==> src/rtl/hsv2rgb_pkg.sv <==
package hsv2rgb_pkg;

	localparam int HUE_W             = 24;
	localparam int UNIT_W            = 16;
	localparam int SV_W              = UNIT_W + 1;
	localparam int CH_W              = 8;
	// 255 * 1.0 in UNIT_W fraction bits fits in 24 bits
	localparam int VSC_W             = 24;
	localparam int FRACTION_BITS_DEF = 16;

	localparam logic [SV_W-1:0] UNIT_ONE = SV_W'(1) << UNIT_W;

	// hue sectors, in order of the color wheel
	typedef enum logic [2:0] {
		SEC_RED     = 3'd0,
		SEC_YELLOW  = 3'd1,
		SEC_GREEN   = 3'd2,
		SEC_CYAN    = 3'd3,
		SEC_BLUE    = 3'd4,
		SEC_MAGENTA = 3'd5
	} sector_t;

endpackage

==> src/rtl/hsv2rgb_coef.sv <==
module hsv2rgb_coef #(
	parameter int FRACTION_BITS = hsv2rgb_pkg::FRACTION_BITS_DEF
) (
	input  logic                                                  clk,
	input  logic                                                  en2,
	input  logic                                                  en3,
	input  hsv2rgb_pkg::sector_t                                  sec_s1,
	input  logic [FRACTION_BITS-1:0]                              frac_s1,
	input  logic [hsv2rgb_pkg::SV_W-1:0]                          sat_s1,
	input  logic [hsv2rgb_pkg::VSC_W-1:0]                         vsc_s1,
	output hsv2rgb_pkg::sector_t                                  sec_s3,
	output logic [hsv2rgb_pkg::VSC_W-1:0]                         vsc_s3,
	output logic [FRACTION_BITS+hsv2rgb_pkg::SV_W-1:0]            mp_s3,
	output logic [FRACTION_BITS+hsv2rgb_pkg::SV_W-1:0]            mq_s3,
	output logic [FRACTION_BITS+hsv2rgb_pkg::SV_W-1:0]            mt_s3
);
	import hsv2rgb_pkg::*;

	localparam int KW = FRACTION_BITS + SV_W;
	localparam logic [KW-1:0] WHOLE = KW'(1) << (FRACTION_BITS + UNIT_W);

	logic [FRACTION_BITS:0] fcomp;
	logic [KW:0]            kt_full;
	logic [KW-1:0]          kq_c;

	sector_t           sec_s2;
	logic [VSC_W-1:0]  vsc_s2;
	logic [KW-1:0]     kp_s2;
	logic [KW-1:0]     kq_s2;
	logic [KW-1:0]     kt_s2;

	always_comb begin
		fcomp   = (FRACTION_BITS+1)'(1) << FRACTION_BITS;
		fcomp   = fcomp - (FRACTION_BITS+1)'(frac_s1);
		kq_c    = frac_s1 * sat_s1;
		kt_full = fcomp * sat_s1;
	end

	always_ff @(posedge clk) begin
		if (en2) begin
			sec_s2 <= sec_s1;
			vsc_s2 <= vsc_s1;
			kp_s2  <= {sat_s1, {FRACTION_BITS{1'b0}}};
			kq_s2  <= kq_c;
			// at most 2^(F+16), so the top bit is always clear
			kt_s2  <= kt_full[KW-1:0];
		end
	end

	always_ff @(posedge clk) begin
		if (en3) begin
			sec_s3 <= sec_s2;
			vsc_s3 <= vsc_s2;
			mp_s3  <= WHOLE - kp_s2;
			mq_s3  <= WHOLE - kq_s2;
			mt_s3  <= WHOLE - kt_s2;
		end
	end

endmodule

==> config.mk <==
export PLATFORM = sky130hd
export DESIGN_NAME = hsv2rgb_coef
export DESIGN_NICKNAME = d
export VERILOG_FILES = /design/src/rtl/hsv2rgb_pkg.sv /design/src/rtl/hsv2rgb_coef.sv
export SDC_FILE = /design/constraint.sdc
export NUM_CORES = 2
export LEC_CHECK = 0
export ABC_AREA = 1
export BUFFER_PORTS_ARGS = -buffer_cell sky130_fd_sc_hd__buf_2
export CAP_MARGIN = 5
export CORE_ASPECT_RATIO = 0.6
export CORE_UTILIZATION = 40
export DETAILED_ROUTE_END_ITERATION = 10
export HOLD_SLACK_MARGIN = 0.08
export PLACE_DENSITY = 0.61
export SETUP_SLACK_MARGIN = 0.2
export SLEW_MARGIN = 0
export SYNTH_ARGS = -nofsm -noshare
export SYNTH_HDL_FRONTEND = slang
export SYNTH_SLANG_ARGS = --single-unit
==> constraint.sdc <==
create_clock -name clk -period 15.7 [get_ports clk]
set_input_delay 1.57 -clock clk [delete_from_list [all_inputs] [get_ports clk]]
set_output_delay 1.57 -clock clk [all_outputs]
set_load 0.005 [all_outputs]
==> run_results.csv <==
group,metric,value,unit
job,drv_cap,0,
global_route,grt_usage,22.0,%
yosys,ys_ff_latch,218,
sta,rsz0062_at_grt,"false",
sta,skew,0.0161,ns
global_route,grt_overflow,0,
clock_network,cts_buffers,25,
floorplan,die_area,72100,sq um
cells_and_area,area_growth,8.53,%
cells_and_area,final_util,44.0,%
floorplan,rows,75,
yosys,synth.area.top_cells,"fa_1 (30%), edfxtp_1 (23%), inv_1 (11%)",
sta,fin_crit_sh,51.8,%
floorplan,dieWidth,346,um
yosys,avgSynthCellArea,8.66,sq um
route,ant_nets,0,
sta,relSlewSlack,31.7,%
floorplan,start_util,40.6,%
route,dr.pass1.iters,5,
run_status,status,"finished, final reports clean",
floorplan,dieHeight,208,um
yosys,synth_top_area_share,30.4,%
yosys,synth_cells,3278,
route,drc,0,
sta,min_period,8.13,ns
place,placed_cell_area,30100,sq um
yosys,async_flop_share,0,%
cells_and_area,fin_nets,4109,
clock_network,cts_root_buf,"clkbuf_16",
route,drt-initial-drc-count,1973,
sta,max_freq,0.123,GHz
route,routed_wl,77300,um
clock_network,hold_buffers,0,
sta,setup_viol,0,
clock_network,ctsResizeCount,0,
setup_path,slowest_delay,0.56,ns
setup_path,end_kind,"flop",
setup_path,arrival,8.43,ns
cells_and_area,multiInputGateArea,18200,sq um
setup_path,cp_data_required_time,16.00,ns
global_route,grt_first_pass_wirelength,123000,um
route,vias_per_cell,4.96,
setup_path,start_kind,"primary input",
cells_and_area,num-fill-cells,7029,
yosys,ys_warn_count,0,
sta,tightest_slew,1.03,ns
sta,holdWs,0.410,ns
clock_network,clk_latency,0.57,ns
yosys,synth.most_common_cell,"inv_1",
clock_network,cts_tree,"done",
sta,tns,0,ns
setup_path,criticalPathCategory,"primary input to flop",
global_route,grt_pass1_vias,21200,
clock_network,cts.clk_slew.worst_paths,0.06,ns
cells_and_area,ff_latch_area,6550,sq um
place,placement.io_buffers,172,
setup_path,ff2ff_setup_slack,13.14,ns
clock_network,postCtsSetupBuffers,0,
yosys,synthTopCellsByCount,"inv_1 (832), nand2_1 (742), fa_1 (431)",
clock_network,numClockSinks,218,
setup_path,crit_slowest_cell,"fa_1",
clock_network,clk_path_buf_depth,3,
yosys,synth_area,28400,sq um
floorplan,core_area,70000,sq um
setup_path,crit_top_cell,"inv_1",
yosys,yosys.area.top_type,"fa_1",
min_path,min_path_type,"flop to flop",
sta,final_max_slew_viol_count,0,
global_route,grt_max_degree,74,
cells_and_area,finish.instance_area,30800,sq um
global_route,antenna_found_initial,1,
route,drt-wirelength-per-cell,17.8,um
yosys,synth_seq_area_share,23.1,%
yosys,synth_edf_count,218,
floorplan,ios,189,
yosys,ys.flop_type,"edfxtp_1",
setup_path,cp_max_fo,19,
route,route.vias.total,21500,
yosys,synth.distinct_cells,48,
place,hpwl,63200,um
cells_and_area,drive_gt1_share,8.52,%
sta,hold_violations,0,
place,gp_congestion,0.941,
clock_network,cts.htree.levels,1,
cells_and_area,antenna_cells,0,
-- worst paths after layout --
kind / start / end / cells past startpoint
worst max-delay path: frac_s1[1] / kt_s2[24] / 26
worst max register to register: kq_s2[0] / mq_s3[32] / 7
worst min register to register: vsc_s2[8] / vsc_s3[8] / 0
worst min-delay path: vsc_s2[8] / vsc_s3[8] / 0
-- worst max-delay path: cells and delay by family --
family | cells | cell delay, ns
adder cells (fa/ha/maj) | 8 | 3.65
AND/OR/NAND/NOR | 6 | 1.19
AO/OA/AOI/OAI | 2 | 0.67
XOR/XNOR | 1 | 0.11
buffers and inverters | 9 | 1.21
-- area by class of cell --
class                   instances  area share (%)
multi-input cells            2118            59.0
well taps                     924            3.75
flip-flops and latches        218            21.2
repair buffers                192            3.30
clock inverters                11           0.309
inverters                     847            10.3
clock buffers                  29            2.08
-- sequential cells by signal (all words and copies together), names as in the netlist, 17 cells and up --
| register | cells |
|---|---|
| mp_s3 | 17 |
| vsc_s2 | 24 |
| mq_s3 | 33 |
| mt_s3 | 32 |
| kq_s2 | 33 |
| kp_s2 | 17 |
| kt_s2 | 32 |
| vsc_s3 | 24 |
-- through the flow --
stage / worst slack [ns] / instances
2_1_floorplan: 8.23 / 3293
3_3_place_gp: 7.21 / 4299
3_5_place_dp: 7.16 / 4299
4_1_cts: 7.74 / 4339
5_1_grt: 7.29 / 4339
6_report: 7.57 / 4339
-- logic make-up (layout without fill, tap and decap cells) --
family | Yosys count | in the layout | share of synthesized area, %
AND/OR/NAND/NOR | 1230 | 1230 | 18.2
buffers and inverters | 957 | 1079 | 13.1
adder cells (fa/ha/maj) | 644 | 644 | 39.8
flip-flops | 218 | 218 | 23.1
AO/OA/AOI/OAI | 115 | 115 | 2.22
XOR/XNOR | 113 | 113 | 3.58
other | 1 | 16 | 0.0132
-- layer usage --
layer / wire, um / global-route usage (%)
met2: 27400 / 27.4
met4: 902 / 2.77
met1: 38900 / 36.7
met3: 10000 / 6.74
met5: 11 / 0
-- layout by cell type, fill, tap and decap left out, types with 3 or more instances in the layout --
cell type / Yosys / layout
a21oi_1: 62 / 62
buf_2: 7 / 170
buf_4: 20 / 22
clkbuf_1: 68 / 4
clkbuf_16: 0 / 25
clkinv_1: 2 / 7
clkinv_2: 1 / 3
conb_1: 1 / 16
edfxtp_1: 218 / 218
fa_1: 431 / 431
ha_1: 213 / 213
inv_1: 832 / 832
inv_2: 11 / 11
nand2_1: 742 / 742
nand2_2: 7 / 7
nand3_1: 102 / 102
nand3_2: 3 / 3
nand3b_1: 4 / 4
nand4_1: 31 / 31
nand4_4: 3 / 3
nor2_1: 272 / 272
nor2_2: 15 / 15
nor2_4: 4 / 4
nor3_1: 19 / 19
nor3_2: 3 / 3
nor3_4: 5 / 5
nor4_1: 9 / 9
o21ai_0: 35 / 35
o21bai_1: 7 / 7
or2_2: 4 / 4
xnor2_1: 26 / 26
xor2_1: 85 / 85
Power is left out: the tool's default activity adds up to more than one toggle a clock period on the data nets, which glitch-free logic cannot reach.
