[src/rtl/hsv2rgb_pkg.sv]
package hsv2rgb_pkg;

	localparam int HUE_W             = 24;
	localparam int UNIT_W            = 16;
	localparam int SV_W              = UNIT_W + 1;
	localparam int CH_W              = 8;
	// 255 * 1.0 in UNIT_W fraction bits fits in 24 bits
	localparam int VSC_W             = 24;
	localparam int FRACTION_BITS_DEF = 16;

	localparam logic [SV_W-1:0] UNIT_ONE = SV_W'(1) << UNIT_W;

	// hue sectors, in order of the color wheel
	typedef enum logic [2:0] {
		SEC_RED     = 3'd0,
		SEC_YELLOW  = 3'd1,
		SEC_GREEN   = 3'd2,
		SEC_CYAN    = 3'd3,
		SEC_BLUE    = 3'd4,
		SEC_MAGENTA = 3'd5
	} sector_t;

endpackage

[src/rtl/hsv2rgb_chan.sv]
module hsv2rgb_chan #(
	parameter int FRACTION_BITS = hsv2rgb_pkg::FRACTION_BITS_DEF
) (
	input  logic                                           clk,
	input  logic                                           en4,
	input  logic                                           en5,
	input  logic [hsv2rgb_pkg::VSC_W-1:0]                  vsc_s3,
	input  logic [FRACTION_BITS+hsv2rgb_pkg::SV_W-1:0]     m_s3,
	output logic [hsv2rgb_pkg::CH_W-1:0]                   ch_s5
);
	import hsv2rgb_pkg::*;

	localparam int KW   = FRACTION_BITS + SV_W;
	localparam int PH_W = VSC_W + FRACTION_BITS + 1;
	localparam int PL_W = VSC_W + UNIT_W;

	logic [PH_W-1:0] ph_s4;
	logic [PL_W-1:0] pl_s4;
	logic [PH_W-1:0] sum;

	// vsc * m split at bit 16 of m so each multiplier is at most 24 x (F+1) bits
	always_ff @(posedge clk) begin
		if (en4) begin
			ph_s4 <= vsc_s3 * m_s3[KW-1:UNIT_W];
			pl_s4 <= vsc_s3 * m_s3[UNIT_W-1:0];
		end
	end

	// floor(vsc*m / 2^(F+32)); low 16 bits of pl never carry into the result
	assign sum = ph_s4 + PH_W'(pl_s4 >> UNIT_W);

	always_ff @(posedge clk) begin
		if (en5) begin
			ch_s5 <= sum[FRACTION_BITS+UNIT_W +: CH_W];
		end
	end

endmodule

[config.mk]
export PLATFORM = sky130hd
export DESIGN_NAME = hsv2rgb_chan
export DESIGN_NICKNAME = d
export VERILOG_FILES = /design/src/rtl/hsv2rgb_pkg.sv /design/src/rtl/hsv2rgb_chan.sv
export SDC_FILE = /design/constraint.sdc
export NUM_CORES = 2
export LEC_CHECK = 0
export ABC_CLOCK_PERIOD_IN_PS = 10050
export BUFFER_PORTS_ARGS = -buffer_cell sky130_fd_sc_hd__buf_2
export CORE_UTILIZATION = 25
export CTS_BUF_LIST = sky130_fd_sc_hd__clkbuf_8
export DETAILED_ROUTE_END_ITERATION = 6
export GPL_ROUTABILITY_DRIVEN = 0
export SLEW_MARGIN = 0
export SYNTH_ARGS = -nofsm -noshare
export SYNTH_HDL_FRONTEND = slang
export SYNTH_SLANG_ARGS = --single-unit
export TNS_END_PERCENT = 5
[constraint.sdc]
create_clock -name clk -period 10.05 [get_ports clk]
set_input_delay 1.5075 -clock clk [delete_from_list [all_inputs] [get_ports clk]]
set_output_delay 1.5075 -clock clk [all_outputs]
set_load 0.03 [all_outputs]
==> out/results.txt <==
result of the run -> finished clean
global router's overall resource usage -> 0.134
final wirelength -> 70600 µm
dominant combinational cell family by area after synthesis -> adder cells
# setup viols final -> 0
max-capacitance violation count -> 0
sequential area share after synthesis -> 0.0780
count of input and output buffers -> 67
TritonCTS clock tree -> done
flip-flop and latch count after synthesis -> 72
die footprint -> 0.112 mm²
DRC errors left -> 0
Yosys top cell by area -> sky130_fd_sc_hd__fa_1
async set-reset flop share out of synthesis -> 0
row count -> 121
Post-CTS Setup Repair Bufs -> 0
critical path class -> in2reg
number of antenna violations at the first check in global routing -> 9
maximum number of pins on one net before global-route repair -> 65
placed instance count -> 4470
arithmetic-cell share of the synthesized area counting full adders, half adders and majority gates -> 0.567
largest cells by area after synthesis -> sky130_fd_sc_hd__fa_1 46%, sky130_fd_sc_hd__ha_1 11%, sky130_fd_sc_hd__inv_1 10%, sky130_fd_sc_hd__edfxtp_1 7.8%, sky130_fd_sc_hd__and2_1 7.0%
path category of the worst min-delay check -> reg2reg
clock latency on the worst-skew pair -> 420 ps
total of hold buffers inserted after clock tree synthesis -> 0
number of synthesized flops with an enable pin -> 72
number of nets in the final layout -> 3941
number of global-route vias before repair -> 21829
Synth Area in XOR/XNOR -> 0.0218
Compound-Gate Fraction of Synth Area -> 0.0481
post-synth cell types -> 66
Worst Setup Slack post-DPL -> 1810 ps
Worst Path Arrival -> 8240 ps
largest fanout of any net on the critical path -> 33
area share of and/or/nand/nor cells after synthesis -> 0.161
Util after Layout -> 0.271
average wire per cell in the routed design -> 15.7 µm
violation count after the first detailed-route iteration -> 1054
effective utilization at floorplan -> 0.253
H-tree levels -> 3
Cells on Worst Hold Path -> 1
most instantiated flip-flop cell in the synthesis netlist -> sky130_fd_sc_hd__edfxtp_1
area overhead of the layout relative to synthesis -> 6.93%
Worst Reg2Reg Path Length in Cells -> 9
fin worst setup slack -> 1990 ps
count of pins on the block boundary -> 68
Worst Skew -> 12.2 ps
Netlist Area Pre-Place -> 0.0277 mm²
multiplexer area fraction after synthesis -> 0
total half-perimeter wirelength after legalization and detailed placement -> 55900 µm
required time of the critical path -> 10240 ps
total nets after synthesis -> 3992
total of cells resized after clock tree synthesis -> 0
First-pass DRT Iterations -> 5
max-slew violation count -> 0
startpoint class of the critical path -> input pin
clock transition time at the flip-flop clock pins of the worst setup and hold paths -> 100 ps
fraction of layout instances using a drive strength above 1 -> 0.0375
Syn. warnings -> 0
fin cells -> 4490
global-route wire length before repair -> 118000 µm
Via-to-Cell Ratio -> 4.40
Worst setup EP type -> flop
transition at the pin with the smallest max-transition slack -> 932 ps
Mapped Avg Cell Area -> 9.07 µm²
clock tree buffer depth -> 2
die outline height -> 335 µm
Layout fillers -> 11711
area of the placeable core -> 0.109 mm²
DR vias -> 19768
Post-Synthesis Cells -> 3056
clock tree root buffer cell -> sky130_fd_sc_hd__clkbuf_8
Max Clock Freq -> 0.124 GHz
Final Hold Viols -> 0
width of the die -> 335 µm
shortest period the worst path allows -> 8060 ps
overflow left after global routing -> 0
number of buffers created by CTS -> 9
setup repair after global routing missed its margin -> no
Final Cycle Share -> 0.802
tightest slew margin relative to the limit -> 0.379
Antenna Nets Post-Route -> 0
TritonCTS sink count -> 72
summed negative setup slack over all endpoints -> 0 ps
share of the synthesized area in the top cell type -> 0.457
placed cells by master, fill, tap and decap left out, types with 7 or more instances in the layout:
cell type	n
sky130_fd_sc_hd__a211oi_1	11
sky130_fd_sc_hd__a21o_1	24
sky130_fd_sc_hd__a21oi_1	61
sky130_fd_sc_hd__and2_1	312
sky130_fd_sc_hd__buf_2	67
sky130_fd_sc_hd__buf_4	13
sky130_fd_sc_hd__clkbuf_8	9
sky130_fd_sc_hd__edfxtp_1	72
sky130_fd_sc_hd__fa_1	633
sky130_fd_sc_hd__ha_1	243
sky130_fd_sc_hd__inv_1	769
sky130_fd_sc_hd__nand2_1	518
sky130_fd_sc_hd__nand3_1	17
sky130_fd_sc_hd__nand4_1	15
sky130_fd_sc_hd__nor2_1	32
sky130_fd_sc_hd__nor3_1	7
sky130_fd_sc_hd__o211ai_1	8
sky130_fd_sc_hd__o21ai_0	21
sky130_fd_sc_hd__o21ai_1	7
sky130_fd_sc_hd__o21bai_1	8
sky130_fd_sc_hd__xnor2_1	51
sky130_fd_sc_hd__xor2_1	18
state kept, by name, indices dropped and copies added, names as in the netlist:
register	count
ch_s5	8
pl_s4	24
ph_s4	40
routing by layer:
layer  routed length, µm  up-vias  part of all wire  global-route usage
met1               31000    10236              0.44               0.181
li1                    -     8856                 -                   -
met2               33400      597              0.47               0.222
met3                4750       75             0.067              0.0225
met4                1400        4             0.020              0.0310
met5                  23        -           0.00033                   0
area by class of cell:
type | instances | area [µm²] | area share
Tap cell | 1476 | 1850 | 0.0623
Antenna cell | 4 | 10.0 | 0.000338
Inverter | 769 | 2890 | 0.0974
Timing Repair Buffer | 80 | 433 | 0.0146
Sequential cell | 72 | 2160 | 0.0729
Clock inverter | 7 | 66.3 | 0.00224
Multi-Input combinational cell | 2073 | 22100 | 0.746
Clock buffer | 9 | 124 | 0.00418
cell usage after synthesis (3+ instances only):
cell,count
sky130_fd_sc_hd__inv_1,769
sky130_fd_sc_hd__fa_1,633
sky130_fd_sc_hd__nand2_1,518
sky130_fd_sc_hd__and2_1,312
sky130_fd_sc_hd__ha_1,243
sky130_fd_sc_hd__clkbuf_1,139
sky130_fd_sc_hd__edfxtp_1,72
sky130_fd_sc_hd__a21oi_1,61
sky130_fd_sc_hd__xnor2_1,51
sky130_fd_sc_hd__nor2_1,32
sky130_fd_sc_hd__a21o_1,24
sky130_fd_sc_hd__o21ai_0,21
sky130_fd_sc_hd__xor2_1,18
sky130_fd_sc_hd__nand3_1,17
sky130_fd_sc_hd__nand4_1,15
sky130_fd_sc_hd__a211oi_1,11
sky130_fd_sc_hd__o211ai_1,8
sky130_fd_sc_hd__o21bai_1,8
sky130_fd_sc_hd__nor3_1,7
sky130_fd_sc_hd__o21ai_1,7
sky130_fd_sc_hd__a31oi_1,5
sky130_fd_sc_hd__and3_1,5
sky130_fd_sc_hd__nand2b_1,5
sky130_fd_sc_hd__nor2b_1,5
sky130_fd_sc_hd__o31ai_1,5
sky130_fd_sc_hd__o21a_1,4
sky130_fd_sc_hd__or3_1,4
sky130_fd_sc_hd__a21boi_0,3
sky130_fd_sc_hd__o221ai_1,3
sky130_fd_sc_hd__o31a_1,3
worst max-delay path, stage by stage:
cell	delay, ps
sky130_fd_sc_hd__buf_2	570
sky130_fd_sc_hd__nand2_1	160
sky130_fd_sc_hd__fa_1	490
sky130_fd_sc_hd__fa_1	550
sky130_fd_sc_hd__inv_1	50
sky130_fd_sc_hd__fa_1	510
sky130_fd_sc_hd__inv_1	60
sky130_fd_sc_hd__fa_1	520
sky130_fd_sc_hd__inv_1	50
sky130_fd_sc_hd__fa_1	470
sky130_fd_sc_hd__inv_1	50
sky130_fd_sc_hd__fa_1	470
sky130_fd_sc_hd__inv_1	40
sky130_fd_sc_hd__ha_1	350
sky130_fd_sc_hd__nand3_1	210
sky130_fd_sc_hd__o22ai_1	480
sky130_fd_sc_hd__nor2_1	150
sky130_fd_sc_hd__a211oi_1	600
sky130_fd_sc_hd__o21ai_1	270
sky130_fd_sc_hd__a31oi_1	330
sky130_fd_sc_hd__a41oi_1	190
sky130_fd_sc_hd__xnor2_1	150
metrics by stage:
stage	area [µm²]	hold WS, ps
global route	29600	657
finish	29600	620
floorplan	27700	527
detailed placement	29400	628
global placement	29400	617
CTS	29600	647
kinds of logic after synthesis:
| kind of cell | after synthesis |
|---|---|
| adders and majority gates | 876 |
| and+or+nand+nor | 935 |
| xor gates and xnor gates | 69 |
| DFF | 72 |
| buffers and inverters | 911 |
| AOI/OAI and AO/OA | 193 |
final timing paths:
check                                         start                   to  slack, ps
worst max-delay path                      vsc_s3[8]  ph_s4[38]$_DFFE_PP_       1990
worst min-delay path            ph_s4[39]$_DFFE_PP_   ch_s5[7]$_DFFE_PP_        620
worst max register to register  pl_s4[17]$_DFFE_PP_   ch_s5[7]$_DFFE_PP_       7190
worst min register to register  ph_s4[39]$_DFFE_PP_   ch_s5[7]$_DFFE_PP_        620
Power is left out: the tool's default activity adds up to more than one toggle a clock period on the data nets, which glitch-free logic cannot reach.
