$ cat config.mk
export PLATFORM = sky130hd
export DESIGN_NAME = hsv2rgb_prep
export DESIGN_NICKNAME = d
export VERILOG_FILES = /design/src/rtl/hsv2rgb_pkg.sv /design/src/rtl/hsv2rgb_prep.sv
export SDC_FILE = /design/constraint.sdc
export NUM_CORES = 1
export LEC_CHECK = 0
export BUFFER_PORTS_ARGS = -buffer_cell sky130_fd_sc_hd__buf_4
export CORE_ASPECT_RATIO = 0.6
export CORE_UTILIZATION = 44
export CTS_CLUSTER_DIAMETER = 200
export DETAILED_ROUTE_END_ITERATION = 6
export PLACE_DENSITY = 0.73
export SKIP_LAST_GASP = 1
export SLEW_MARGIN = 20
export SYNTH_ARGS = -nofsm -noshare
export SYNTH_HDL_FRONTEND = slang
export SYNTH_SLANG_ARGS = --single-unit
$ cat constraint.sdc
create_clock -name clk -period 4.9 [get_ports clk]
set_input_delay 0.735 -clock clk [delete_from_list [all_inputs] [get_ports clk]]
set_output_delay 0.735 -clock clk [all_outputs]
set_load 0.01 [all_outputs]
$ cat src/rtl/hsv2rgb_pkg.sv
package hsv2rgb_pkg;

	localparam int HUE_W             = 24;
	localparam int UNIT_W            = 16;
	localparam int SV_W              = UNIT_W + 1;
	localparam int CH_W              = 8;
	// 255 * 1.0 in UNIT_W fraction bits fits in 24 bits
	localparam int VSC_W             = 24;
	localparam int FRACTION_BITS_DEF = 16;

	localparam logic [SV_W-1:0] UNIT_ONE = SV_W'(1) << UNIT_W;

	// hue sectors, in order of the color wheel
	typedef enum logic [2:0] {
		SEC_RED     = 3'd0,
		SEC_YELLOW  = 3'd1,
		SEC_GREEN   = 3'd2,
		SEC_CYAN    = 3'd3,
		SEC_BLUE    = 3'd4,
		SEC_MAGENTA = 3'd5
	} sector_t;

endpackage

$ cat src/rtl/hsv2rgb_prep.sv
module hsv2rgb_prep #(
	parameter int FRACTION_BITS = hsv2rgb_pkg::FRACTION_BITS_DEF
) (
	input  logic                               clk,
	input  logic                               en,
	input  logic [hsv2rgb_pkg::HUE_W-1:0]      hue,
	input  logic [hsv2rgb_pkg::SV_W-1:0]       saturation,
	input  logic [hsv2rgb_pkg::SV_W-1:0]       brightness_value,
	output hsv2rgb_pkg::sector_t               sec_s1,
	output logic [FRACTION_BITS-1:0]           frac_s1,
	output logic [hsv2rgb_pkg::SV_W-1:0]       sat_s1,
	output logic [hsv2rgb_pkg::VSC_W-1:0]      vsc_s1
);
	import hsv2rgb_pkg::*;

	localparam int H6_W = FRACTION_BITS + 3;

	logic [H6_W-1:0]  hfrac;
	logic [H6_W-1:0]  h6;
	logic [SV_W-1:0]  sat_c;
	logic [SV_W-1:0]  val_c;
	logic [VSC_W-1:0] vsc_c;

	always_comb begin
		// whole turns drop out, negative hues wrap for free
		hfrac = H6_W'(hue[FRACTION_BITS-1:0]);
		h6    = (hfrac << 2) + (hfrac << 1);
		sat_c = (saturation > UNIT_ONE) ? UNIT_ONE : saturation;
		val_c = (brightness_value > UNIT_ONE) ? UNIT_ONE : brightness_value;
		// v * 255 as v * 256 - v; wraps mod 2^24 but the result fits
		vsc_c = VSC_W'({val_c, 8'd0}) - VSC_W'(val_c);
	end

	always_ff @(posedge clk) begin
		if (en) begin
			sec_s1  <= sector_t'(h6[H6_W-1:FRACTION_BITS]);
			frac_s1 <= h6[FRACTION_BITS-1:0];
			sat_s1  <= sat_c;
			vsc_s1  <= vsc_c;
		end
	end

endmodule

==> results of run 1 <==
[final cells by class]
| type | instances | area (um2) |
|---|---|---|
| Inverter | 16 | 60.06 |
| Multi-Input combinational cell | 246 | 1809 |
| Clock inverter | 6 | 80.08 |
| Timing Repair Buffer | 110 | 825.8 |
| Fill cell | 692 | 3097 |
| Clock buffer | 10 | 229.0 |
| Tap cell | 108 | 135.1 |
| Sequential cell | 59 | 1772 |
[worst paths after layout]
check,startpoint,endpoint,slack [ns],depth (start not counted)
setup / recovery,brightness_value[8],vsc_s1[23],1.15,11
hold / removal,hue[0],frac_s1[1],0.59,1
[power groups by stage]
stage	Combinational, mW	Clock [mW]	Sequential (mW)
detailed placement	0.392	0	0.660
global route	0.432	0.699	0.655
CTS	0.396	0.679	0.650
global placement	0.385	0	0.658
floorplan	0.184	0	0.691
finish	0.396	0.665	0.649
[routing by layer]
layer | vias to the layer above | wire length, um | track usage
li1 | 1464 | - | -
met1 | 1381 | 3940 | 0.2781
met2 | 111 | 3920 | 0.3269
met3 | 20 | 745 | 0.07891
met4 | 0 | 241 | 0.09465
met5 | - | 0 | 0
[registers in the layout, indices dropped and copies added (netlist names)]
signal / cells
vsc_s1: 24
sec_s1: 3
sat_s1: 17
frac_s1: 15
[cells by family after synthesis]
kind of cell    count (synthesis)  synth area share
simple gates                  103            0.1513
fa+ha+maj                      26           0.09005
mux                             1          0.003046
flops                          59            0.4794
xor+xnor                       29           0.07075
compound gates                 86            0.1733
other cells                     1          0.001015
buf+inv                        26           0.03114
[cells in the final DEF (no fill, tap or decap), types with 3 or more instances in the layout]
cell                        instances
sky130_fd_sc_hd__o21ai_0            5
sky130_fd_sc_hd__nor3_1             7
sky130_fd_sc_hd__a221oi_2           3
sky130_fd_sc_hd__clkinv_2           4
sky130_fd_sc_hd__o21bai_1           3
sky130_fd_sc_hd__a21oi_2            3
sky130_fd_sc_hd__o21a_1             3
sky130_fd_sc_hd__and2_1             3
sky130_fd_sc_hd__nor2b_1           25
sky130_fd_sc_hd__or3_1              3
sky130_fd_sc_hd__buf_4            110
sky130_fd_sc_hd__nand2b_1           3
sky130_fd_sc_hd__a21o_1             8
sky130_fd_sc_hd__xnor2_1           21
sky130_fd_sc_hd__inv_1             15
sky130_fd_sc_hd__nor2_1            17
sky130_fd_sc_hd__a21boi_0           3
sky130_fd_sc_hd__nor4_1             7
sky130_fd_sc_hd__edfxtp_1          59
sky130_fd_sc_hd__o21ai_1            8
sky130_fd_sc_hd__a21oi_1           24
sky130_fd_sc_hd__nand2_1           24
sky130_fd_sc_hd__clkbuf_16          9
sky130_fd_sc_hd__a31oi_1            4
sky130_fd_sc_hd__ha_1              25
sky130_fd_sc_hd__xor2_1             7
[worst max-delay path, delay by kind of cell]
family          cells  cell delay (ns)
compound gates      5             1.39
fa+ha+maj           1             0.30
buf+inv             1             0.15
simple gates        4             1.23
[Yosys cell counts (2+ instances only)]
cell type | count | area (um2)
sky130_fd_sc_hd__a221oi_2 | 3 | 45.04
sky130_fd_sc_hd__a211oi_1 | 2 | 15.01
sky130_fd_sc_hd__xor2_1 | 7 | 61.31
sky130_fd_sc_hd__inv_1 | 15 | 56.30
sky130_fd_sc_hd__nor3_1 | 7 | 35.03
sky130_fd_sc_hd__and3_1 | 2 | 12.51
sky130_fd_sc_hd__edfxtp_1 | 59 | 1772
sky130_fd_sc_hd__a21oi_1 | 24 | 120.1
sky130_fd_sc_hd__nor2b_1 | 25 | 156.4
sky130_fd_sc_hd__a21oi_2 | 3 | 26.28
sky130_fd_sc_hd__nand3_1 | 2 | 10.01
sky130_fd_sc_hd__or3_1 | 3 | 18.77
sky130_fd_sc_hd__xnor2_1 | 21 | 183.9
sky130_fd_sc_hd__a21boi_0 | 3 | 22.52
sky130_fd_sc_hd__nor4_1 | 7 | 43.79
sky130_fd_sc_hd__clkbuf_1 | 4 | 15.01
sky130_fd_sc_hd__o21bai_1 | 3 | 22.52
sky130_fd_sc_hd__nand2_1 | 24 | 90.09
sky130_fd_sc_hd__buf_4 | 2 | 15.01
sky130_fd_sc_hd__or2_2 | 2 | 12.51
sky130_fd_sc_hd__a2111oi_0 | 2 | 17.52
sky130_fd_sc_hd__o21a_1 | 3 | 22.52
sky130_fd_sc_hd__o21ai_1 | 8 | 40.04
sky130_fd_sc_hd__ha_1 | 25 | 312.8
sky130_fd_sc_hd__nor3_4 | 2 | 32.53
sky130_fd_sc_hd__nand2b_1 | 3 | 18.77
sky130_fd_sc_hd__a31oi_1 | 4 | 25.02
sky130_fd_sc_hd__and2_1 | 3 | 18.77
sky130_fd_sc_hd__buf_2 | 2 | 10.01
sky130_fd_sc_hd__a21o_1 | 8 | 60.06
sky130_fd_sc_hd__nor2_1 | 17 | 63.81
sky130_fd_sc_hd__o21ai_0 | 5 | 25.02
sky130_fd_sc_hd__o31ai_4 | 2 | 42.54
[through the flow]
stage / cells / utilization / total power [mW] / setup WS, ns / instance area [um2]
final: 555 / 0.6133 / 1.710 / 1.148 / 4911
after global routing: 555 / 0.6133 / 1.786 / 0.9935 / 4911
after CTS: 555 / 0.6133 / 1.725 / 1.220 / 4911
after detailed placement: 539 / 0.5747 / 1.051 / 0.8682 / 4602
after global placement: 539 / 0.5747 / 1.043 / 0.9225 / 4602
after floorplan: 331 / - / 0.8747 / 1.355 / 3696
==> flow_summary.ini, run 1 <==
[status]
status = completed

[power_and_ir_drop]
cell_internal_pwr_mw = 1.263
swShare = 0.2613
power_leakage_nw = 2.040
power_frac_seq = 0.380
power.ir.vdd_worst_mv = 0.1782
power_switching_mw = 0.4468
power_frac_clock = 0.389
power.combinational.fraction = 0.232
pwr_density_cell_mw_per_mm2 = 348.1

[setup_path]
worst_path_arrival_ns = 3.82
crit_top_cell = sky130_fd_sc_hd__a221oi_2
worst-endpoint-required_ns = 4.97
cp_slowest_stage_delay_ns = 0.56
nature_of_the_critical_path_endpoint = flop
critical_path.cell_chain = buf_4 -> nor4_1 -> a41o_1 -> and2_1 -> ha_1 -> and3_1 -> a221oi_2 -> and2_4 -> o31ai_4 -> a2111oi_1 -> a221oi_2
critical-path-slowest-cell = sky130_fd_sc_hd__nor4_1
timing.setup.critical_path_class = input port to flop
largest_driver_fanout_on_the_critical_path = 9
timing.critical_path.from_type = input port

[route]
drc_errors = 0
ant_nets = 0
total_vias_in_the_final_route = 2976
detail_route.first_pass.iterations = 5
viasPerCell = 5.362
detail_route.wl_per_cell_um = 15.94
detailedRoute.firstIterationViolations = 193
wirelength_mm = 8.847

[clock_network]
cts_buffers = 9
ctsHoldBuffers = 0
sinks_on_clock_net = 59
tritoncts = yes
cts_setup_buffers = 0
cts_resized = 0
cell_at_the_root_of_the_clock_tree = sky130_fd_sc_hd__clkbuf_16
htreeDepth = 3
clock_tree.buffer_depth = 2
clk_pin_slew_ns = 0.06

[floorplanning]
start_util = 0.4616
design.die.area_mm2 = 0.008783
die_height_um = 73.00
floorplan.die.width_um = 120.3
ios = 120
num_rows = 25
core_area_mm2 = 0.008008

[grt]
grt_use_total = 0.2153
gr-total-overflow = 0
largest_net_degree_at_the_start_of_global_routing = 60
grt_pass1_vias = 2919
grt_pass1_wl_mm = 14.23
antenna_found_initial = 0

[yosys]
mappedNetlistArea_mm2 = 0.003696
synth_warnings = 0
syn-num-nets = 417
synth.distinct_cells = 62
syn-instance-count = 331
synth-main-ff-cell = sky130_fd_sc_hd__edfxtp_1
synth-seq-cells = 59
asyncSetResetFlopFracSynth = 0
syn-mean-instance-area_um2 = 11.17
synth_edf_count = 59
synth.yosys.seq_area_share = 0.4794

[hold_path]
min-delay-path-class = input port to flop

[place]
placement.io_buffers = 110
gp_routability_congestion = 0.8462
hpwl_mm = 6.584

[sta]
finalCriticalPeriod_ns = 3.752
rsz0062_at_grt = no
final.setup.tns_ns = 0
timing.slew.headroom = 0.4590
post-route-period-util = 0.7658
max_slew_violations = 0
timing.fmax_mhz = 266.5
setup-violations-final = 0
hold_viol = 0
worst_hold_slack_ns = 0.5893
max_slew.worst_pin.slew_ns = 0.8010

[layout]
antenna_cells_inserted = 0
final_nets = 528
area_growth_syn_to_layout_pct = 32.87
final_layout_size_suffix_gt1_frac = 0.3177

[run]
drv_cap = 0
(Power assumes the default switching activity.)
==> inputs of run 2 (changes only) <==
clock period = 3.9 ns   (was 4.9 ns; I/O delays follow)
==> run 2 against run 1 <==
  * First-iteration DRC count rose by 6.2%
  * Combinational power rose by 26%
  * Critical path type unchanged
  * Routed wire length shrank 0.68%
  * Clock-buffer cell count is 1 lower
  * Clock power grew 0.8%
  * Critical endpoint unchanged
  * Largest power group is now registers
==> flow_summary.ini, run 2 (same netlist as run 1, synthesis figures left out) <==
[setup_path]
worst-endpoint-required_ns = 3.95
critical_path.cell_chain = buf_4 -> nor3_4 -> and2_1 -> a41o_1 -> and2_1 -> ha_1 -> and3_1 -> a221oi_2 -> and2_4 -> o31ai_4 -> a2111oi_1 -> a221oi_2
worst_path_arrival_ns = 3.24
nature_of_the_critical_path_endpoint = flop
timing.critical_path.from_type = input port
timing.setup.critical_path_class = input port to flop
largest_driver_fanout_on_the_critical_path = 5
cpLargestDelayFamily = compound AO/OA/AOI/OAI gates
critical-path-slowest-cell = sky130_fd_sc_hd__a2111oi_1
cp_slowest_stage_delay_ns = 0.49
critPathBufInv = 1

[route]
ant_nets = 0
detail_route.wl_per_cell_um = 15.80
viasPerCell = 5.390
drc_errors = 0
total_vias_in_the_final_route = 2997
detail_route.first_pass.iterations = 4
wirelength_mm = 8.787
detailedRoute.firstIterationViolations = 205

[grt]
largest_net_degree_at_the_start_of_global_routing = 60
grt_use_total = 0.2070
gr-total-overflow = 0
grt_pass1_wl_mm = 13.79
antenna_found_initial = 0
grt_pass1_vias = 2831

[floorplanning]
design.die.area_mm2 = 0.008783
core_area_mm2 = 0.008008
start_util = 0.4616
floorplan.die.width_um = 120.3
die_height_um = 73.00
ios = 120
num_rows = 25

[layout]
final_nets = 531
max_reg_flops = 24
layout.cells.most_common = sky130_fd_sc_hd__buf_4
final.fill_count = 686
area_growth_syn_to_layout_pct = 31.82
largest_register = vsc_s1
largest_registers = vsc_s1 (24), sat_s1 (17), frac_s1 (15)
finish.instance_area_mm2 = 0.004872
antenna_cells_inserted = 0
final_layout_size_suffix_gt1_frac = 0.3170
most_frequent_cells_in_the_layout = 113 x sky130_fd_sc_hd__buf_4, 59 x sky130_fd_sc_hd__edfxtp_1, 25 x sky130_fd_sc_hd__nor2b_1, 25 x sky130_fd_sc_hd__ha_1

[status]
status = completed

[clock_network]
clk_pin_slew_ns = 0.05
ctsHoldBuffers = 0
tritoncts = yes
htreeDepth = 3
sinks_on_clock_net = 59
clock_tree.buffer_depth = 2
cts_setup_buffers = 0
cts_resized = 0
cell_at_the_root_of_the_clock_tree = sky130_fd_sc_hd__clkbuf_16
cts_buffers = 9

[sta]
post-route-period-util = 0.8167
timing.slew.headroom = 0.4353
final.setup.tns_ns = 0
max_slew_violations = 0
rsz0062_at_grt = no
timing.fmax_mhz = 314.0
max_slew.worst_pin.slew_ns = 0.8360
hold_viol = 0
setup_slack_ns = 0.7148
setup-violations-final = 0
finalCriticalPeriod_ns = 3.185

[run]
drv_cap = 0

[hold_path]
min-delay-path-class = input port to flop
min_to = frac_s1[1]
whs_path_depth = 1
hold_path.startpoint = hue[0]

[power_and_ir_drop]
pwr_density_cell_mw_per_mm2 = 407.3
power.ir.vdd_worst_mv = 0.3202
power_leakage_nw = 2.025

[place]
placement.io_buffers = 110
dp_worst_setup_slack_ns = 0.4119
dpl-instance-area_mm2 = 0.004624
gp_routability_congestion = 0.8715
hpwl_mm = 6.614
[run 2: cell types whose count changed in the layout (fill, tap and decap cells not counted)]
cell,before,now
sky130_fd_sc_hd__buf_4,110,113
sky130_fd_sc_hd__bufinv_16,2,0
sky130_fd_sc_hd__clkbuf_1,1,0
sky130_fd_sc_hd__clkinv_1,0,2
sky130_fd_sc_hd__clkinv_2,4,3
[run 2: metrics by stage]
stage               total power [mW]  cells  hold slack [ns]  utilization
finish                         1.984    556           0.4529       0.6084
CTS                            2.006    556           0.4402       0.6084
global placement               1.313    542           0.7756       0.5775
floorplan                      1.099    331           0.6839            -
global route                   2.076    556           0.4425       0.6084
detailed placement             1.323    542           0.7795       0.5775
[run 2: per-layer routing]
layer	wire length, um	vias to the layer above	GRT usage	share of wire
met2	3754	127	0.3103	0.43
met5	0	-	0	0
met1	4131	1390	0.2839	0.47
met3	786	12	0.06875	0.089
li1	-	1468	-	-
met4	114	0	0.06584	0.013
[run 2: cell type report]
class	count	area (um2)	area share
clock buffer	9	225.2	0.04622
clock inverter	5	22.52	0.004622
inverter	16	60.06	0.01233
multi-input combinational	246	1809	0.3713
sequential	59	1772	0.3636
tap	108	135.1	0.02774
timing repair buffer	113	848.3	0.1741
[run 2: worst max-delay path by stage]
stage | cells past startpoint | startpoint | slack [ns] | to
finish | 12 | brightness_value[2] | 0.71 | vsc_s1[23]
global route | 12 | brightness_value[2] | 0.54 | vsc_s1[23]
CTS | 12 | brightness_value[3] | 0.75 | vsc_s1[23]
detailed placement | 12 | brightness_value[3] | 0.41 | vsc_s1[23]
global placement | 12 | brightness_value[2] | 0.52 | vsc_s1[23]
floorplan | 11 | brightness_value[8] | 0.50 | vsc_s1[23]
[run 2: where the power goes]
group | switching, mW | internal, mW | leakage, nW
Combinational | 0.259 | 0.239 | 1.32
Sequential | 0.0203 | 0.796 | 0.575
Clock | 0.257 | 0.413 | 0.126
Total | 0.536 | 1.45 | 2.02
==> inputs of run 3 (changes only) <==
ABC_AREA = 1   (was default)
clock period = 3.2 ns   (was 3.9 ns; I/O delays follow)
==> run 3 against run 2 <==
  * Non-clock buffer count increased by 2
  * Die area decreased by 2.9%
  * Synthesized cell count increased by 18%
  * Clock power increased by 48%
  * Global-route usage decreased by 1.1 points
  * Clock-buffer cell count unchanged
  * Setup slack got worse by 0.30 ns
  * Power increased by 29%
  * Combinational power increased by 16%
  * Via count increased by 1.7%
  * Critical path type unchanged
  * Flip-flop and latch count unchanged
  * Sequential power increased by 23%
  * Largest power group unchanged
  * Highest routed layer unchanged
==> flow_summary.ini, run 3 <==
[grt]
antenna_found_initial = 0
grt_pass1_wl_mm = 12.80
gr-total-overflow = 0
grt_use_total = 0.1957
largest_net_degree_at_the_start_of_global_routing = 60
grt_pass1_vias = 2744

[yosys]
synth_top_cells_by_area = sky130_fd_sc_hd__edfxtp_1 49%, sky130_fd_sc_hd__ha_1 8.7%, sky130_fd_sc_hd__nand2_1 8.5%
syn-instance-count = 391
synth.distinct_cells = 29
synth_edf_count = 59
synth.top_cells.by_count = 81 x sky130_fd_sc_hd__nand2_1, 59 x sky130_fd_sc_hd__edfxtp_1, 56 x sky130_fd_sc_hd__inv_1, 43 x sky130_fd_sc_hd__nor2_1, 26 x sky130_fd_sc_hd__a21oi_1
cell_with_the_most_instances_after_synthesis = sky130_fd_sc_hd__nand2_1
netlist.area_leader.share = 0.4941
synthDominantAreaCellType = sky130_fd_sc_hd__edfxtp_1
syn-mean-instance-area_um2 = 9.171
synth.yosys.seq_area_share = 0.4941
synth_warnings = 0
synth-main-ff-cell = sky130_fd_sc_hd__edfxtp_1
synth-seq-cells = 59
syn-num-nets = 477
mappedNetlistArea_mm2 = 0.003586
asyncSetResetFlopFracSynth = 0

[floorplanning]
floorplan.die.width_um = 118.5
ios = 120
core_area_mm2 = 0.007883
num_rows = 25
design.die.area_mm2 = 0.008527
die_height_um = 71.93
start_util = 0.4549

[clock_network]
ctsHoldBuffers = 0
cts_resized = 0
tritoncts = yes
cell_at_the_root_of_the_clock_tree = sky130_fd_sc_hd__clkbuf_16
sinks_on_clock_net = 59
cts_buffers = 9
htreeDepth = 3
clock_tree.buffer_depth = 2
cts_setup_buffers = 0
clk_pin_slew_ns = 0.05

[sta]
max_slew_violations = 0
post-route-period-util = 0.8704
timing.slew.headroom = 0.5103
hold_viol = 0
setup-violations-final = 0
finalCriticalPeriod_ns = 2.785
worst_hold_slack_ns = 0.3442
timing.fmax_mhz = 359.0
rsz0062_at_grt = no
final.setup.tns_ns = 0
max_slew.worst_pin.slew_ns = 0.7345

[route]
total_vias_in_the_final_route = 3047
detail_route.wl_per_cell_um = 13.05
detailedRoute.firstIterationViolations = 173
ant_nets = 0
wirelength_mm = 8.142
drc_errors = 0
viasPerCell = 4.883
detail_route.first_pass.iterations = 5

[place]
hpwl_mm = 6.329
placement.io_buffers = 110
gp_routability_congestion = 0.9516

[run]
drv_cap = 0

[hold_path]
min_to = sat_s1[16]
hold_path.startpoint = saturation[16]
whs_path_depth = 1
min-delay-path-class = input port to flop

[power_and_ir_drop]
cell_internal_pwr_mw = 1.909
power.combinational.fraction = 0.224
power_mw = 2.569
power.ir.vdd_worst_mv = 0.2145
swShare = 0.2571
pwr_density_cell_mw_per_mm2 = 529.0
power_leakage_nw = 2.372
power_frac_seq = 0.389
power_switching_mw = 0.6607
power_frac_clock = 0.387

[layout]
area_growth_syn_to_layout_pct = 35.45
final_nets = 598
final_layout_size_suffix_gt1_frac = 0.2810
max_reg_flops = 24
ff_latch_area_mm2 = 0.001772
most_frequent_cells_in_the_layout = 115 x sky130_fd_sc_hd__buf_4, 81 x sky130_fd_sc_hd__nand2_1, 59 x sky130_fd_sc_hd__edfxtp_1
final.fill_count = 683
antenna_cells_inserted = 0
largest_registers = vsc_s1 (24), sat_s1 (17), frac_s1 (15)
largest_register = vsc_s1
area_occupied_by_multi_input_gates_mm2 = 0.001563
fin_util = 0.6162
layout.cells.most_common = sky130_fd_sc_hd__buf_4

[setup_path]
timing.critical_path.from_type = input port
worst-endpoint-required_ns = 3.28
nature_of_the_critical_path_endpoint = flop
timing.setup.critical_path_class = input port to flop
worst_path_arrival_ns = 2.86
largest_driver_fanout_on_the_critical_path = 17

[status]
status = completed
## run 3: layer usage
| metal | GRT usage | wire length [um] | vias to the layer above |
|---|---|---|---|
| met4 | 0.07595 | 121 | 0 |
| met2 | 0.2937 | 3637 | 110 |
| met1 | 0.2762 | 3910 | 1381 |
| li1 | - | - | 1545 |
| met3 | 0.04717 | 474 | 11 |
| met5 | 0 | 0 | - |
## run 3: how the worst max path moves through the flow
| stage | startpoint | to | depth (start not counted) |
|---|---|---|---|
| global placement | brightness_value[6] | vsc_s1[17] | 19 |
| floorplan | brightness_value[6] | vsc_s1[17] | 18 |
| CTS | brightness_value[6] | vsc_s1[23] | 19 |
| finish | brightness_value[6] | vsc_s1[18] | 18 |
| detailed placement | brightness_value[6] | vsc_s1[23] | 19 |
| global route | brightness_value[6] | vsc_s1[17] | 19 |
## run 3: worst max-delay path, cell delays in order
cell and delay [ns]:
sky130_fd_sc_hd__buf_4 0.13, sky130_fd_sc_hd__nor2_1 0.19, sky130_fd_sc_hd__nand2_1 0.07, sky130_fd_sc_hd__nor2_1 0.10, sky130_fd_sc_hd__nand2_1 0.07, sky130_fd_sc_hd__nand2_2 0.29, sky130_fd_sc_hd__buf_4 0.20, sky130_fd_sc_hd__nand2_2 0.07
sky130_fd_sc_hd__inv_1 0.06, sky130_fd_sc_hd__ha_1 0.27, sky130_fd_sc_hd__a21oi_1 0.24, sky130_fd_sc_hd__o21ai_0 0.11, sky130_fd_sc_hd__a21oi_1 0.15, sky130_fd_sc_hd__nand2_1 0.12, sky130_fd_sc_hd__nand2_1 0.15, sky130_fd_sc_hd__nand2_1 0.07
sky130_fd_sc_hd__nand2_1 0.06, sky130_fd_sc_hd__nand2_1 0.04
## run 3: cells by family after synthesis
| family | after synthesis | synth area share |
|---|---|---|
| AND/OR/NAND/NOR | 167 | 0.1992 |
| buffers and inverters | 63 | 0.07013 |
| flip-flops | 59 | 0.4941 |
| AO/OA/AOI/OAI | 47 | 0.07432 |
| XOR/XNOR | 28 | 0.06839 |
| adder cells (fa/ha/maj) | 26 | 0.09281 |
| other | 1 | 0.001046 |
## run 3: power by group through the flow
stage          combinational, mW  clock [mW]  sequential (mW)
2_1_floorplan              0.250           0             1.06
3_3_place_gp               0.563           0             1.01
5_1_grt                    0.630        1.05             1.01
3_5_place_dp               0.574           0             1.02
6_report                   0.576       0.993             1.00
4_1_cts                    0.575        1.02             1.00
## run 3: final cells by class
class | instances | area share
flip-flops and latches | 59 | 0.3648
inverters | 58 | 0.04482
clock buffers | 9 | 0.04637
well taps | 108 | 0.02782
multi-input cells | 269 | 0.3217
clock inverters | 6 | 0.01674
repair buffers | 115 | 0.1777
## run 3: per-stage QoR
| stage | std cells | instance area [um2] | setup slack [ns] |
|---|---|---|---|
| final | 624 | 4857 | 0.4147 |
| after global routing | 624 | 4857 | 0.1447 |
| after CTS | 624 | 4857 | 0.5003 |
| after detailed placement | 609 | 4551 | 0.1482 |
| after global placement | 609 | 4551 | 0.2132 |
| after floorplan | 391 | 3586 | 0.6674 |
